===== config.mk =====
export PLATFORM = sky130hd
export DESIGN_NAME = date_day_number_converter_unit_flat
export DESIGN_NICKNAME = d
export VERILOG_FILES = /design/src/rtl/ddc_pkg.sv /design/src/rtl/ddc_in_if.sv /design/src/rtl/ddc_out_if.sv /design/src/rtl/ddc_pipe_ctrl.sv /design/src/rtl/date_day_number_converter_unit.sv /design/src/flat_wrapper.sv
export SDC_FILE = /design/constraint.sdc
export NUM_CORES = 2
export LEC_CHECK = 0
export BUFFER_PORTS_ARGS = -buffer_cell sky130_fd_sc_hd__buf_2
export CAP_MARGIN = 20
export CORE_ASPECT_RATIO = 0.9
export CORE_MARGIN = 2
export CORE_UTILIZATION = 53
export DETAILED_ROUTE_END_ITERATION = 7
export PLACE_DENSITY = 0.7
export SYNTH_ARGS = -nofsm -noshare
export SYNTH_HDL_FRONTEND = slang
export SYNTH_HIERARCHICAL = 1
export SYNTH_SLANG_ARGS = --single-unit

===== constraint.sdc =====
create_clock -name clk -period 12.66 [get_ports clk]
set_input_delay 1.266 -clock clk [delete_from_list [all_inputs] [get_ports clk]]
set_output_delay 1.266 -clock clk [all_outputs]
set_load 0.05 [all_outputs]

===== src/rtl/ddc_pkg.sv =====
// Shared types, constants and tables of the date and day number converter.
package ddc_pkg;

  localparam int STAGES = 6;

  typedef enum logic {
    CMD_TO_COUNT = 1'b0,
    CMD_TO_DATE  = 1'b1
  } cmd_t;

  localparam logic [11:0] EPOCH_YEAR       = 12'd1900;
  localparam logic [17:0] QUAD_DAYS        = 18'd1461;
  localparam logic [17:0] QUAD_OFFSET      = 18'd233;
  localparam logic [10:0] FIVE_MONTHS      = 11'd153;
  localparam logic [15:0] MARCH_BIAS       = 16'd58;
  localparam logic [16:0] WEEK_DAYS        = 17'd7;
  localparam logic [15:0] LAST_JAN_COUNT   = 16'd30;
  localparam logic [15:0] QUAD_RECIP       = 16'd45933;
  localparam logic [9:0]  FIVE_MONTH_RECIP = 10'd856;
  localparam logic [13:0] WEEK_RECIP       = 14'd9362;
  localparam logic [7:0]  FIFTH_RECIP      = 8'd205;

  typedef struct packed {
    logic        command;
    logic [4:0]  day;
    logic [3:0]  month;
    logic [11:0] year;
    logic [15:0] day_number;
  } echo_t;

  typedef struct packed {
    logic [STAGES-1:0] load;
    logic [STAGES-1:0] valid;
    logic              in_ready;
  } pipe_ctl_t;

  // Days before the month in a March-based year: (153*m+2)/5
  function automatic logic [8:0] month_offset(input logic [3:0] month);
    logic [8:0] offs;
    case (month)
      4'd3:    offs = 9'd0;
      4'd4:    offs = 9'd31;
      4'd5:    offs = 9'd61;
      4'd6:    offs = 9'd92;
      4'd7:    offs = 9'd122;
      4'd8:    offs = 9'd153;
      4'd9:    offs = 9'd184;
      4'd10:   offs = 9'd214;
      4'd11:   offs = 9'd245;
      4'd12:   offs = 9'd275;
      4'd13:   offs = 9'd306;
      4'd14:   offs = 9'd337;
      4'd15:   offs = 9'd367;
      4'd0:    offs = 9'd275;
      4'd1:    offs = 9'd306;
      default: offs = 9'd337;
    endcase
    return offs;
  endfunction

endpackage


===== src/rtl/ddc_in_if.sv =====
// Request channel of the converter: command, date and day number.
interface ddc_in_if;
  logic        valid;
  logic        ready;
  logic        command;
  logic [4:0]  day;
  logic [3:0]  month;
  logic [11:0] year;
  logic [15:0] day_number;

  modport source (output valid, command, day, month, year, day_number, input ready);
  modport sink (input valid, command, day, month, year, day_number, output ready);
endinterface


===== src/rtl/ddc_out_if.sv =====
// Result channel of the converter: day count, date and weekday.
interface ddc_out_if;
  logic        valid;
  logic        ready;
  logic [15:0] day_count;
  logic [4:0]  out_day;
  logic [3:0]  out_month;
  logic [11:0] out_year;
  logic [2:0]  weekday;

  modport source (output valid, day_count, out_day, out_month, out_year, weekday, input ready);
  modport sink (input valid, day_count, out_day, out_month, out_year, weekday, output ready);
endinterface


===== src/rtl/ddc_pipe_ctrl.sv =====
// Valid bits and per-stage load enables of the converter pipeline.
module ddc_pipe_ctrl (
  input  logic                clk,
  input  logic                rst,
  input  logic                in_valid,
  input  logic                out_ready,
  output ddc_pkg::pipe_ctl_t  ctl
);

  logic [ddc_pkg::STAGES-1:0] valid;
  logic [ddc_pkg::STAGES:0]   ready;

  always_comb begin
    ready[ddc_pkg::STAGES] = out_ready;
    for (int k = ddc_pkg::STAGES - 1; k >= 0; k--) begin
      ready[k] = !valid[k] || ready[k+1];
    end
  end

  always_ff @(posedge clk) begin
    if (rst) begin
      valid <= '0;
    end else begin
      if (ready[0]) begin
        valid[0] <= in_valid;
      end
      for (int k = 1; k < ddc_pkg::STAGES; k++) begin
        if (ready[k]) begin
          valid[k] <= valid[k-1];
        end
      end
    end
  end

  assign ctl.load     = ready[ddc_pkg::STAGES-1:0];
  assign ctl.valid    = valid;
  assign ctl.in_ready = ready[0];

endmodule


===== src/rtl/date_day_number_converter_unit.sv =====
// Top level of the date and day number converter pipeline.
// Converts between a calendar date and a 16-bit count of days since
// 1 January 1900, and gives the weekday (0 = Sunday) of every count.
// Channels: req (sink) carries command, day, month, year and day_number;
// rsp (source) carries day_count, out_day, out_month, out_year, weekday.
// Command 0 turns the date into a count and echoes the date; command 1
// turns day_number into a date and echoes the count.
// Throughput: one request per cycle while rsp.ready is high; six pipeline
// registers, most with a reciprocal multiply or a correcting subtract,
// set the depth, and rsp is driven from the stage 6 register.
// Stalls: req.ready falls only when all six stages hold requests and
// rsp.ready is low; a lower stage with a free slot keeps taking requests.
// Results hold on rsp until taken, in request order.
// Reset: rst clears every valid bit synchronously; the block then takes
// requests at once.
module date_day_number_converter_unit (
  input logic       clk,
  input logic       rst,
  ddc_in_if.sink    req,
  ddc_out_if.source rsp
);

  ddc_pkg::pipe_ctl_t ctl;

  ddc_pipe_ctrl u_ctrl (
    .clk       (clk),
    .rst       (rst),
    .in_valid  (req.valid),
    .out_ready (rsp.ready),
    .ctl       (ctl)
  );

  assign req.ready = ctl.in_ready;

  // stage 1
  ddc_pkg::echo_t echo_c;
  logic           borrow_c;
  logic [12:0]    y_c;
  logic [17:0]    t_c;
  logic [15:0]    spec_c;

  ddc_pkg::echo_t s1_e;
  logic [12:0]    s1_y;
  logic [17:0]    s1_t;
  logic [8:0]     s1_moff;
  logic [15:0]    s1_spec;
  logic           s1_zero;
  logic           s1_early0;
  logic           s1_early1;

  always_comb begin
    echo_c.command    = req.command;
    echo_c.day        = req.day;
    echo_c.month      = req.month;
    echo_c.year       = req.year;
    echo_c.day_number = req.day_number;
    borrow_c = req.month < 4'd3;
    y_c      = {1'b0, req.year} - {1'b0, ddc_pkg::EPOCH_YEAR} - {12'd0, borrow_c};
    t_c      = {req.day_number, 2'b00} - ddc_pkg::QUAD_OFFSET;
    spec_c   = (req.month == 4'd1) ? {11'd0, req.day} - 16'd1
                                    : {11'd0, req.day} + 16'd30;
  end

  always_ff @(posedge clk) begin
    if (ctl.load[0]) begin
      s1_e      <= echo_c;
      s1_y      <= y_c;
      s1_t      <= t_c;
      s1_moff   <= ddc_pkg::month_offset(req.month);
      s1_spec   <= spec_c;
      s1_zero   <= req.year == 12'd0;
      s1_early0 <= (req.year == ddc_pkg::EPOCH_YEAR) && borrow_c;
      s1_early1 <= req.day_number <= ddc_pkg::MARCH_BIAS;
    end
  end

  // stage 2
  logic [33:0]    pt_c;
  ddc_pkg::echo_t s2_e;
  logic [17:0]    s2_py;
  logic [7:0]     s2_q0;
  logic [17:0]    s2_t;
  logic [8:0]     s2_moff;
  logic [15:0]    s2_spec;
  logic           s2_zero;
  logic           s2_early0;
  logic           s2_early1;

  assign pt_c = {16'd0, s1_t} * {18'd0, ddc_pkg::QUAD_RECIP};

  always_ff @(posedge clk) begin
    if (ctl.load[1]) begin
      s2_e      <= s1_e;
      s2_py     <= {{5{s1_y[12]}}, s1_y} * ddc_pkg::QUAD_DAYS;
      s2_q0     <= pt_c[33:26];
      s2_t      <= s1_t;
      s2_moff   <= s1_moff;
      s2_spec   <= s1_spec;
      s2_zero   <= s1_zero;
      s2_early0 <= s1_early0;
      s2_early1 <= s1_early1;
    end
  end

  // stage 3
  logic [15:0]    count0_c;
  logic [15:0]    count_c;
  logic [17:0]    r0_c;
  logic           fix_c;
  ddc_pkg::echo_t s3_e;
  logic [15:0]    s3_count;
  logic [7:0]     s3_q;
  logic [10:0]    s3_r;
  logic           s3_early1;

  always_comb begin
    count0_c = s2_py[17:2] + {7'd0, s2_moff} + {11'd0, s2_e.day} + ddc_pkg::MARCH_BIAS;
    if (s2_e.command == ddc_pkg::CMD_TO_DATE) begin
      count_c = s2_e.day_number;
    end else if (s2_zero) begin
      count_c = 16'd0;
    end else if (s2_early0) begin
      count_c = s2_spec;
    end else begin
      count_c = count0_c;
    end
    r0_c  = s2_t - ({10'd0, s2_q0} * ddc_pkg::QUAD_DAYS);
    fix_c = r0_c >= ddc_pkg::QUAD_DAYS;
  end

  always_ff @(posedge clk) begin
    if (ctl.load[2]) begin
      s3_e      <= s2_e;
      s3_count  <= count_c;
      s3_q      <= fix_c ? s2_q0 + 8'd1 : s2_q0;
      s3_r      <= fix_c ? 11'(r0_c - ddc_pkg::QUAD_DAYS) : r0_c[10:0];
      s3_early1 <= s2_early1;
    end
  end

  // stage 4
  logic [16:0]    x_c;
  logic [30:0]    px_c;
  logic [10:0]    qq_c;
  logic [20:0]    pq_c;
  ddc_pkg::echo_t s4_e;
  logic [15:0]    s4_count;
  logic [7:0]     s4_q;
  logic           s4_early1;
  logic [16:0]    s4_x;
  logic [13:0]    s4_q7;
  logic [10:0]    s4_qq;
  logic [3:0]     s4_q2a;

  always_comb begin
    x_c  = {1'b0, s3_count} + 17'd1;
    px_c = {14'd0, x_c} * {17'd0, ddc_pkg::WEEK_RECIP};
    qq_c = ({2'd0, s3_r[10:2]} * 11'd5) + 11'd2;
    pq_c = {10'd0, qq_c} * {11'd0, ddc_pkg::FIVE_MONTH_RECIP};
  end

  always_ff @(posedge clk) begin
    if (ctl.load[3]) begin
      s4_e      <= s3_e;
      s4_count  <= s3_count;
      s4_q      <= s3_q;
      s4_early1 <= s3_early1;
      s4_x      <= x_c;
      s4_q7     <= px_c[29:16];
      s4_qq     <= qq_c;
      s4_q2a    <= pq_c[20:17];
    end
  end

  // stage 5
  logic [16:0]    w0_c;
  logic [10:0]    rem0_c;
  logic           fix2_c;
  ddc_pkg::echo_t s5_e;
  logic [15:0]    s5_count;
  logic [7:0]     s5_q;
  logic           s5_early1;
  logic [2:0]     s5_wd;
  logic [3:0]     s5_q2;
  logic [7:0]     s5_rem;

  always_comb begin
    w0_c   = s4_x - ({3'd0, s4_q7} * ddc_pkg::WEEK_DAYS);
    rem0_c = s4_qq - ({7'd0, s4_q2a} * ddc_pkg::FIVE_MONTHS);
    fix2_c = rem0_c >= ddc_pkg::FIVE_MONTHS;
  end

  always_ff @(posedge clk) begin
    if (ctl.load[4]) begin
      s5_e      <= s4_e;
      s5_count  <= s4_count;
      s5_q      <= s4_q;
      s5_early1 <= s4_early1;
      s5_wd     <= (w0_c >= ddc_pkg::WEEK_DAYS) ? 3'(w0_c - ddc_pkg::WEEK_DAYS) : w0_c[2:0];
      s5_q2     <= fix2_c ? s4_q2a + 4'd1 : s4_q2a;
      s5_rem    <= fix2_c ? 8'(rem0_c - ddc_pkg::FIVE_MONTHS) : rem0_c[7:0];
    end
  end

  // stage 6: output register
  logic [14:0] pr_c;
  logic [4:0]  day_c;
  logic [3:0]  month_c;
  logic [11:0] year_c;
  logic [15:0] s6_count;
  logic [4:0]  s6_day;
  logic [3:0]  s6_month;
  logic [11:0] s6_year;
  logic [2:0]  s6_wd;

  always_comb begin
    pr_c = {7'd0, s5_rem} * {7'd0, ddc_pkg::FIFTH_RECIP};
    if (s5_e.command == ddc_pkg::CMD_TO_COUNT) begin
      day_c   = s5_e.day;
      month_c = s5_e.month;
      year_c  = s5_e.year;
    end else if (s5_early1) begin
      year_c = ddc_pkg::EPOCH_YEAR;
      if (s5_e.day_number <= ddc_pkg::LAST_JAN_COUNT) begin
        month_c = 4'd1;
        day_c   = s5_e.day_number[4:0] + 5'd1;
      end else begin
        month_c = 4'd2;
        day_c   = 5'(s5_e.day_number[5:0] - 6'd30);
      end
    end else begin
      day_c   = pr_c[14:10] + 5'd1;
      month_c = (s5_q2 < 4'd10) ? s5_q2 + 4'd3 : s5_q2 - 4'd9;
      year_c  = ddc_pkg::EPOCH_YEAR + {4'd0, s5_q} + {11'd0, s5_q2 >= 4'd10};
    end
  end

  always_ff @(posedge clk) begin
    if (ctl.load[5]) begin
      s6_count <= s5_count;
      s6_day   <= day_c;
      s6_month <= month_c;
      s6_year  <= year_c;
      s6_wd    <= s5_wd;
    end
  end

  assign rsp.valid     = ctl.valid[5];
  assign rsp.day_count = s6_count;
  assign rsp.out_day   = s6_day;
  assign rsp.out_month = s6_month;
  assign rsp.out_year  = s6_year;
  assign rsp.weekday   = s6_wd;

  a_stall_only_when_full: assert property (@(posedge clk) disable iff (rst)
    !req.ready |-> rsp.valid && !rsp.ready)
    else $error("request stalled while the pipeline has a free stage");

  a_year_remainder: assert property (@(posedge clk) disable iff (rst)
    ctl.valid[2] && s3_e.command == ddc_pkg::CMD_TO_DATE && !s3_early1
      |-> s3_r < ddc_pkg::QUAD_DAYS[10:0])
    else $error("year remainder out of range after correction");

  a_month_remainder: assert property (@(posedge clk) disable iff (rst)
    ctl.valid[4] && s5_e.command == ddc_pkg::CMD_TO_DATE && !s5_early1
      |-> s5_rem < ddc_pkg::FIVE_MONTHS[7:0] && s5_q2 < 4'd12)
    else $error("month quotient or remainder out of range");

  a_weekday_range: assert property (@(posedge clk) disable iff (rst)
    rsp.valid |-> rsp.weekday <= 3'd6)
    else $error("weekday out of range");

endmodule

===== src/flat_wrapper.sv =====
// flat-port wrapper written by rule: the top's interface ports become plain ports
module date_day_number_converter_unit_flat 
  (clk, rst, req_valid, req_command, req_day, req_month, req_year, req_day_number, req_ready, rsp_valid, rsp_day_count, rsp_out_day, rsp_out_month, rsp_out_year, rsp_weekday, rsp_ready);
  ddc_in_if req_i ();
  ddc_out_if rsp_i ();
  input logic clk;
  input logic rst;
  input wire logic [$bits(req_i.valid)-1:0] req_valid;
  input wire logic [$bits(req_i.command)-1:0] req_command;
  input wire logic [$bits(req_i.day)-1:0] req_day;
  input wire logic [$bits(req_i.month)-1:0] req_month;
  input wire logic [$bits(req_i.year)-1:0] req_year;
  input wire logic [$bits(req_i.day_number)-1:0] req_day_number;
  output wire logic [$bits(req_i.ready)-1:0] req_ready;
  output wire logic [$bits(rsp_i.valid)-1:0] rsp_valid;
  output wire logic [$bits(rsp_i.day_count)-1:0] rsp_day_count;
  output wire logic [$bits(rsp_i.out_day)-1:0] rsp_out_day;
  output wire logic [$bits(rsp_i.out_month)-1:0] rsp_out_month;
  output wire logic [$bits(rsp_i.out_year)-1:0] rsp_out_year;
  output wire logic [$bits(rsp_i.weekday)-1:0] rsp_weekday;
  input wire logic [$bits(rsp_i.ready)-1:0] rsp_ready;
  assign req_i.valid = req_valid;
  assign req_i.command = req_command;
  assign req_i.day = req_day;
  assign req_i.month = req_month;
  assign req_i.year = req_year;
  assign req_i.day_number = req_day_number;
  assign req_ready = req_i.ready;
  assign rsp_valid = rsp_i.valid;
  assign rsp_day_count = rsp_i.day_count;
  assign rsp_out_day = rsp_i.out_day;
  assign rsp_out_month = rsp_i.out_month;
  assign rsp_out_year = rsp_i.out_year;
  assign rsp_weekday = rsp_i.weekday;
  assign rsp_i.ready = rsp_ready;
  date_day_number_converter_unit u_core (.clk(clk), .rst(rst), .req(req_i), .rsp(rsp_i));
endmodule

# After elaboration in Yosys (flattened, before gate mapping)
# Memories as Yosys holds them, arrays and structs flattened. A register that Yosys moved wholly into a read port is not among the register bits.
# Cells that the tools add are included.
op_classes:
  n_addsub: 25
  mul: 9
  div: 0
  order_cmp: 8
  n_eq_ne: 2
  n_shift: 0
  n_mux: 18
  bitwise: 0
  reduce_logical: 14
op_table:
  columns: ["operator", "n"]
  rows:
  - ["$mux 16", 4]
  - ["$mul 18x16->34 const B", 1]
  - ["$mul 17x13->29 const B", 1]
  - ["$mux 12", 2]
  - ["$ge 18x11->1 const B", 1]
  - ["$mul 11x7->18 const B", 1]
  - ["$mul 13x12->18 const B", 1]
  - ["$mul 8x11->18 const B", 1]
  - ["$sub 18x18->18", 1]
  - ["$sub 18x8->18 const B", 1]
  - ["$add 16x1->17 const B", 1]
  - ["$ge 17x3->1 const B", 1]
  - ["$mul 14x3->17 const B", 1]
  - ["$sub 17x17->17", 1]
  - ["$add 16x5->16", 1]
  - ["$add 16x6->16 const B", 1]
  - ["$add 16x9->16", 1]
  - ["$le 16x5->1 const B", 1]
  - ["$le 16x6->1 const B", 1]
  - ["$mux 4", 4]
  - ["$mux 8", 2]
  - ["$mul 8x8->15 const B", 1]
  - ["$mux 5", 3]
  - ["$sub 12x11->13 const B", 1]
  - ["31 further kinds", 42]
totals:
  register_bits: 505
  latch_bits: 0
  ram_bits: 0
  rom_bits: 144
  inputBits: 42
  n_memories: 1
memory_table:
  columns: ["memory", "words", "width", "read_ports", "rd_clocked_by_memory_dff", "wr", "line_no", "text"]
  rows:
  - ["(no name shown)", 16, 9, 1, 1, 0, "ddc_pkg.sv:40", "case (month)"]

# Longest topological paths before layout
depth:
  ltp_word: 7
  mapped_depth: 26
  ltp_nobuf: 26

# Hierarchy
# Netlist, hierarchy kept.
by_module_without_submodules:
  columns: ["module", "n_inst", "cells_per_inst", "area_per_inst_um2"]
  rows:
  - ["date_day_number_converter_unit", 1, 2980, 35743.0]
  - ["ddc_pipe_ctrl", 1, 27, 234.0]

# Worst setup path before layout
# No wires, ideal clock.
synth_path:
  path_type: "flip-flop to flip-flop"
  start: "register u_core.s3_r[3]"
  end: "register u_core.s4_q2a[3] (data pin)"
  arrival_ps: 5866
  setup_slack_ps: 6534
  path_stages_with_launch: 26
  path_buffers: 0
  synth_period_minus_slack_ps: 6126
  cell_sequence: "edfxtp_1 -> ha_1 -> ha_1 -> o211a_1 -> o21a_1 -> or2_2 -> a21oi_1 -> o21bai_1 -> a21o_1 -> a21o_1 -> xor2_1 -> ha_1 -> fa_1 -> fa_1 -> inv_1 -> fa_1 -> inv_1 -> ha_1 -> a21o_1 -> a21oi_1 -> o21ai_0 -> a41o_1 -> a211oi_1 -> o21bai_1 -> a21oi_1 -> xnor2_1"
synth_between:
  elab_chain_len: 3
synth_rtl:
  columns: ["item", "line_no", "text"]
  rows:
  - ["from (decl)", "date_day_number_converter_unit.sv:113", "logic [10:0] s3_r;"]
  - ["from (signal assigned)", "date_day_number_converter_unit.sv:136", "s3_r <= fix_c ? 11'(r0_c - ddc_pkg::QUAD_DAYS) : r0_c[10:0];"]
  - ["$mul 9x3->11", "date_day_number_converter_unit.sv:158", "qq_c = ({2'd0, s3_r[10:2]} * 11'd5) + 11'd2;"]
  - ["$add 11x2->11", "date_day_number_converter_unit.sv:158", null]
  - ["net u_core.qq_c[9]", "date_day_number_converter_unit.sv:144", "logic [10:0] qq_c;"]
  - ["$mul 11x7->18", "date_day_number_converter_unit.sv:159", "pq_c = {10'd0, qq_c} * {11'd0, ddc_pkg::FIVE_MONTH_RECIP};"]
  - ["net u_core.pq_c[20]", "date_day_number_converter_unit.sv:145", "logic [20:0] pq_c;"]
  - ["to (signal assigned)", "date_day_number_converter_unit.sv:171", "s4_q2a <= pq_c[20:17];"]
  - ["to (decl)", "date_day_number_converter_unit.sv:153", "logic [3:0] s4_q2a;"]
# The timed path passes the listed nets, and every way through them passes these cells.
# A chain may end at the register's enable or synchronous reset.

# Worst setup path after layout
# Same ends and word-level chain as after synthesis.

==> results.md <==
* PostCTS Resize Cnt at 0
* Buffers on Ports at 83
* Synth warnings at 6
* Most common cell after layout, fill and taps aside: inv_1
* Leading area contributor after synthesis: edfxtp_1
* Mean post-synth cell area at 11.96 sq um
* Arr. time, crit path at 6.96 ns
* Top cell type's share of synthesized area at 0.4023
* Tcrit/Tclk final at 0.5233
* DR pass1 iterations at 7
* First-pass GRT wire length at 114.6 mm
* Vias in the first global route at 22.13k
* Routed via count at 21.30k
* Crit path time final at 6.625 ns
* GR Util met3 at 0.03476
* Routed WL at 69.27 mm
* Placed cell count at 3947
* Post-synth EDFFs at 482
* Rel. slew slack at 0.2916
* GP Congestion at 0.9014
* Synth top area cells: edfxtp_1 40%, ha_1 18%, fa_1 16%
* Nature of the critical path endpoint: register
* Setup_tns at 0 ns
* TritonCTS buffer count at 52
* Max cap viols at 0
* Initial drt markers at 1257
* Std cell rows at 90
* FF-to-FF path depth at 24
* Htree depth at 2
* FILL cells at 5454
* Sequential area share after synthesis at 0.4056
* Hold WC Path Type: reg -> reg
* Final Hold Viols at 0
* GR peak layer: met2
* Met2 Track Usage GR at 0.3246
* Layout Utilization at 0.5853
* CTS Sinks at 488
* Full die area at 69980 sq um
* RSZ-0062 raised after global routing: false
* Synth Cell Area at 35980 sq um
* CTS tree: yes
* Required time worst endpoint at 13.00 ns
* Async SR Flop Fraction at 0
* Met1 usage at 0.2913
* Postcts setup bufs at 0
* Post-DP HPWL at 55.89 mm
* Type of origin of the critical path: register
* Hold Slack at 0.4030 ns
* Mapped Nets at 3862
* Final slew viol count at 0
* Clk Latency, worst-skew pair at 0.62 ns
* Initial antenna violation count at 14
* Worst-path clk slew at 0.06 ns
* Die height at 251.2 um
* Residual DRC at 0
* Share of cells above drive strength 1 at 0.06618
* Starting Density at 0.5361
* Drt wl/cell at 17.11 um
* Die Wd at 278.6 um
* Io pins at 84
* Clk buf depth at 3
* Slew @ Worst Pin at 1.063 ns
* Layout Cells excl Fill at 4049
* Max Clk Rate at 0.1509 GHz
* Post-layout nets at 3984
* Syn Inst Count at 3007
* Area Growth Syn to Fin at 9.178%
* Most frequent cells in the layout: 694 x inv_1, 531 x ha_1, 482 x edfxtp_1
* Largest net degree at the start of global routing at 87
* Setup-failing EPs final at 0
* Synth unique cells at 77
* Crit path max fanout at 6
* Clk root buf: clkbuf_16
* WHS Path Cells at 0
* Path type of the worst setup path: reg -> reg
* Global route overflow at 0
* ANT nets after route at 0
* Gr usage total at 0.2049
* Vias per cell at 5.262
* Core area at 67110 sq um
* Clock skew at 0.02981 ns
* Synth Register Bits at 488
* Prevailing post-synth register cell: edfxtp_1
* Status: finished, final reports clean
* Hold-fix buffers at CTS at 0
==> metal layers <==
metal	routed length, um	vias to the layer above
li1	-	10388
met1	32440	10328
met2	31150	444
met3	3571	120
met4	1972	24
met5	143	-
==> cell usage after synthesis, drive strengths merged (8+ instances only) <==
library cell	count
mux2	8
inv	695
nor3	28
a31oi	13
a21o	39
nand2	83
nor4	9
a211oi	13
and3	14
ha	531
or3	11
o21bai	15
fa	282
a21oi	91
o21a	24
and2	10
nor2b	20
nand2b	20
o21ai	89
xor2	67
xnor2	130
nand3	43
or2	9
nand4	22
clkbuf	19
edfxtp	482
o211ai	9
nor2	109
==> flip-flops by register name (all words and copies together), names as in the netlist, 14 cells and up <==
name / flops
u_core/s2_t: 16
u_core/s1_t: 16
u_core/s4_e: 38
u_core/s4_q7: 14
u_core/rsp.day_count: 16
u_core/s2_e: 38
u_core/s1_e: 38
u_core/s5_e: 38
u_core/s4_x: 17
u_core/s3_count: 16
u_core/s5_count: 16
u_core/s4_count: 16
u_core/s2_py: 16
u_core/s3_e: 38
==> layout make-up <==
type,count,area [sq um],share of cell area
clock buffer,61,1335,0.03399
clock inverter,37,434.2,0.01105
tap,874,1094,0.02784
antenna,2,5.005,0.0001274
inverter,695,2611,0.06648
multi-input combinational,1801,18710,0.4763
sequential,488,14590,0.3715
timing repair buffer,91,495.5,0.01261
==> worst max-delay path: stages, from the launching register on <==
cell,delay [ns]
edfxtp_1,0.50
ha_1,0.36
ha_1,0.35
o211a_1,0.16
o21a_1,0.18
or2_2,0.29
a21oi_1,0.22
o21bai_1,0.09
a21o_1,0.21
a21o_1,0.20
a21oi_1,0.26
xnor2_1,0.28
ha_1,0.33
fa_1,0.47
fa_1,0.50
ha_1,0.30
ha_1,0.31
a21o_1,0.18
a21oi_1,0.13
o21ai_0,0.09
a41o_1,0.23
a211oi_1,0.31
o21bai_1,0.15
a21oi_1,0.19
xnor2_1,0.08
==> kinds of logic after synthesis <==
| family | after synthesis | share of synthesized area |
|---|---|---|
| and+or+nand+nor | 402 | 0.05624 |
| AOI/OAI and AO/OA | 373 | 0.06862 |
| adders and majority gates | 814 | 0.3419 |
| muxes | 15 | 0.004452 |
| DFF | 488 | 0.4056 |
| xor gates and xnor gates | 197 | 0.04796 |
| buffers and inverters | 718 | 0.07522 |
==> worst paths after layout <==
kind,from,end,slack [ns]
setup / recovery,u_core/s3_r[3],u_core/s4_q2a[3],6.04
hold / removal,u_core/s3_e[13],u_core/s4_e[13],0.40
setup reg to reg,u_core/s3_r[3],u_core/s4_q2a[3],6.04
hold reg to reg,u_core/s3_e[13],u_core/s4_e[13],0.40
==> per-stage QoR <==
stage	setup WS [ns]	cell area [sq um]
finish	6.035	39280
global route	5.631	39280
CTS	6.040	39240
detailed placement	6.101	37470
global placement	6.145	37470
floorplan	6.534	35980
Power is left out: the tool's default activity adds up to more than one toggle a clock period on the data nets, which glitch-free logic cannot reach.
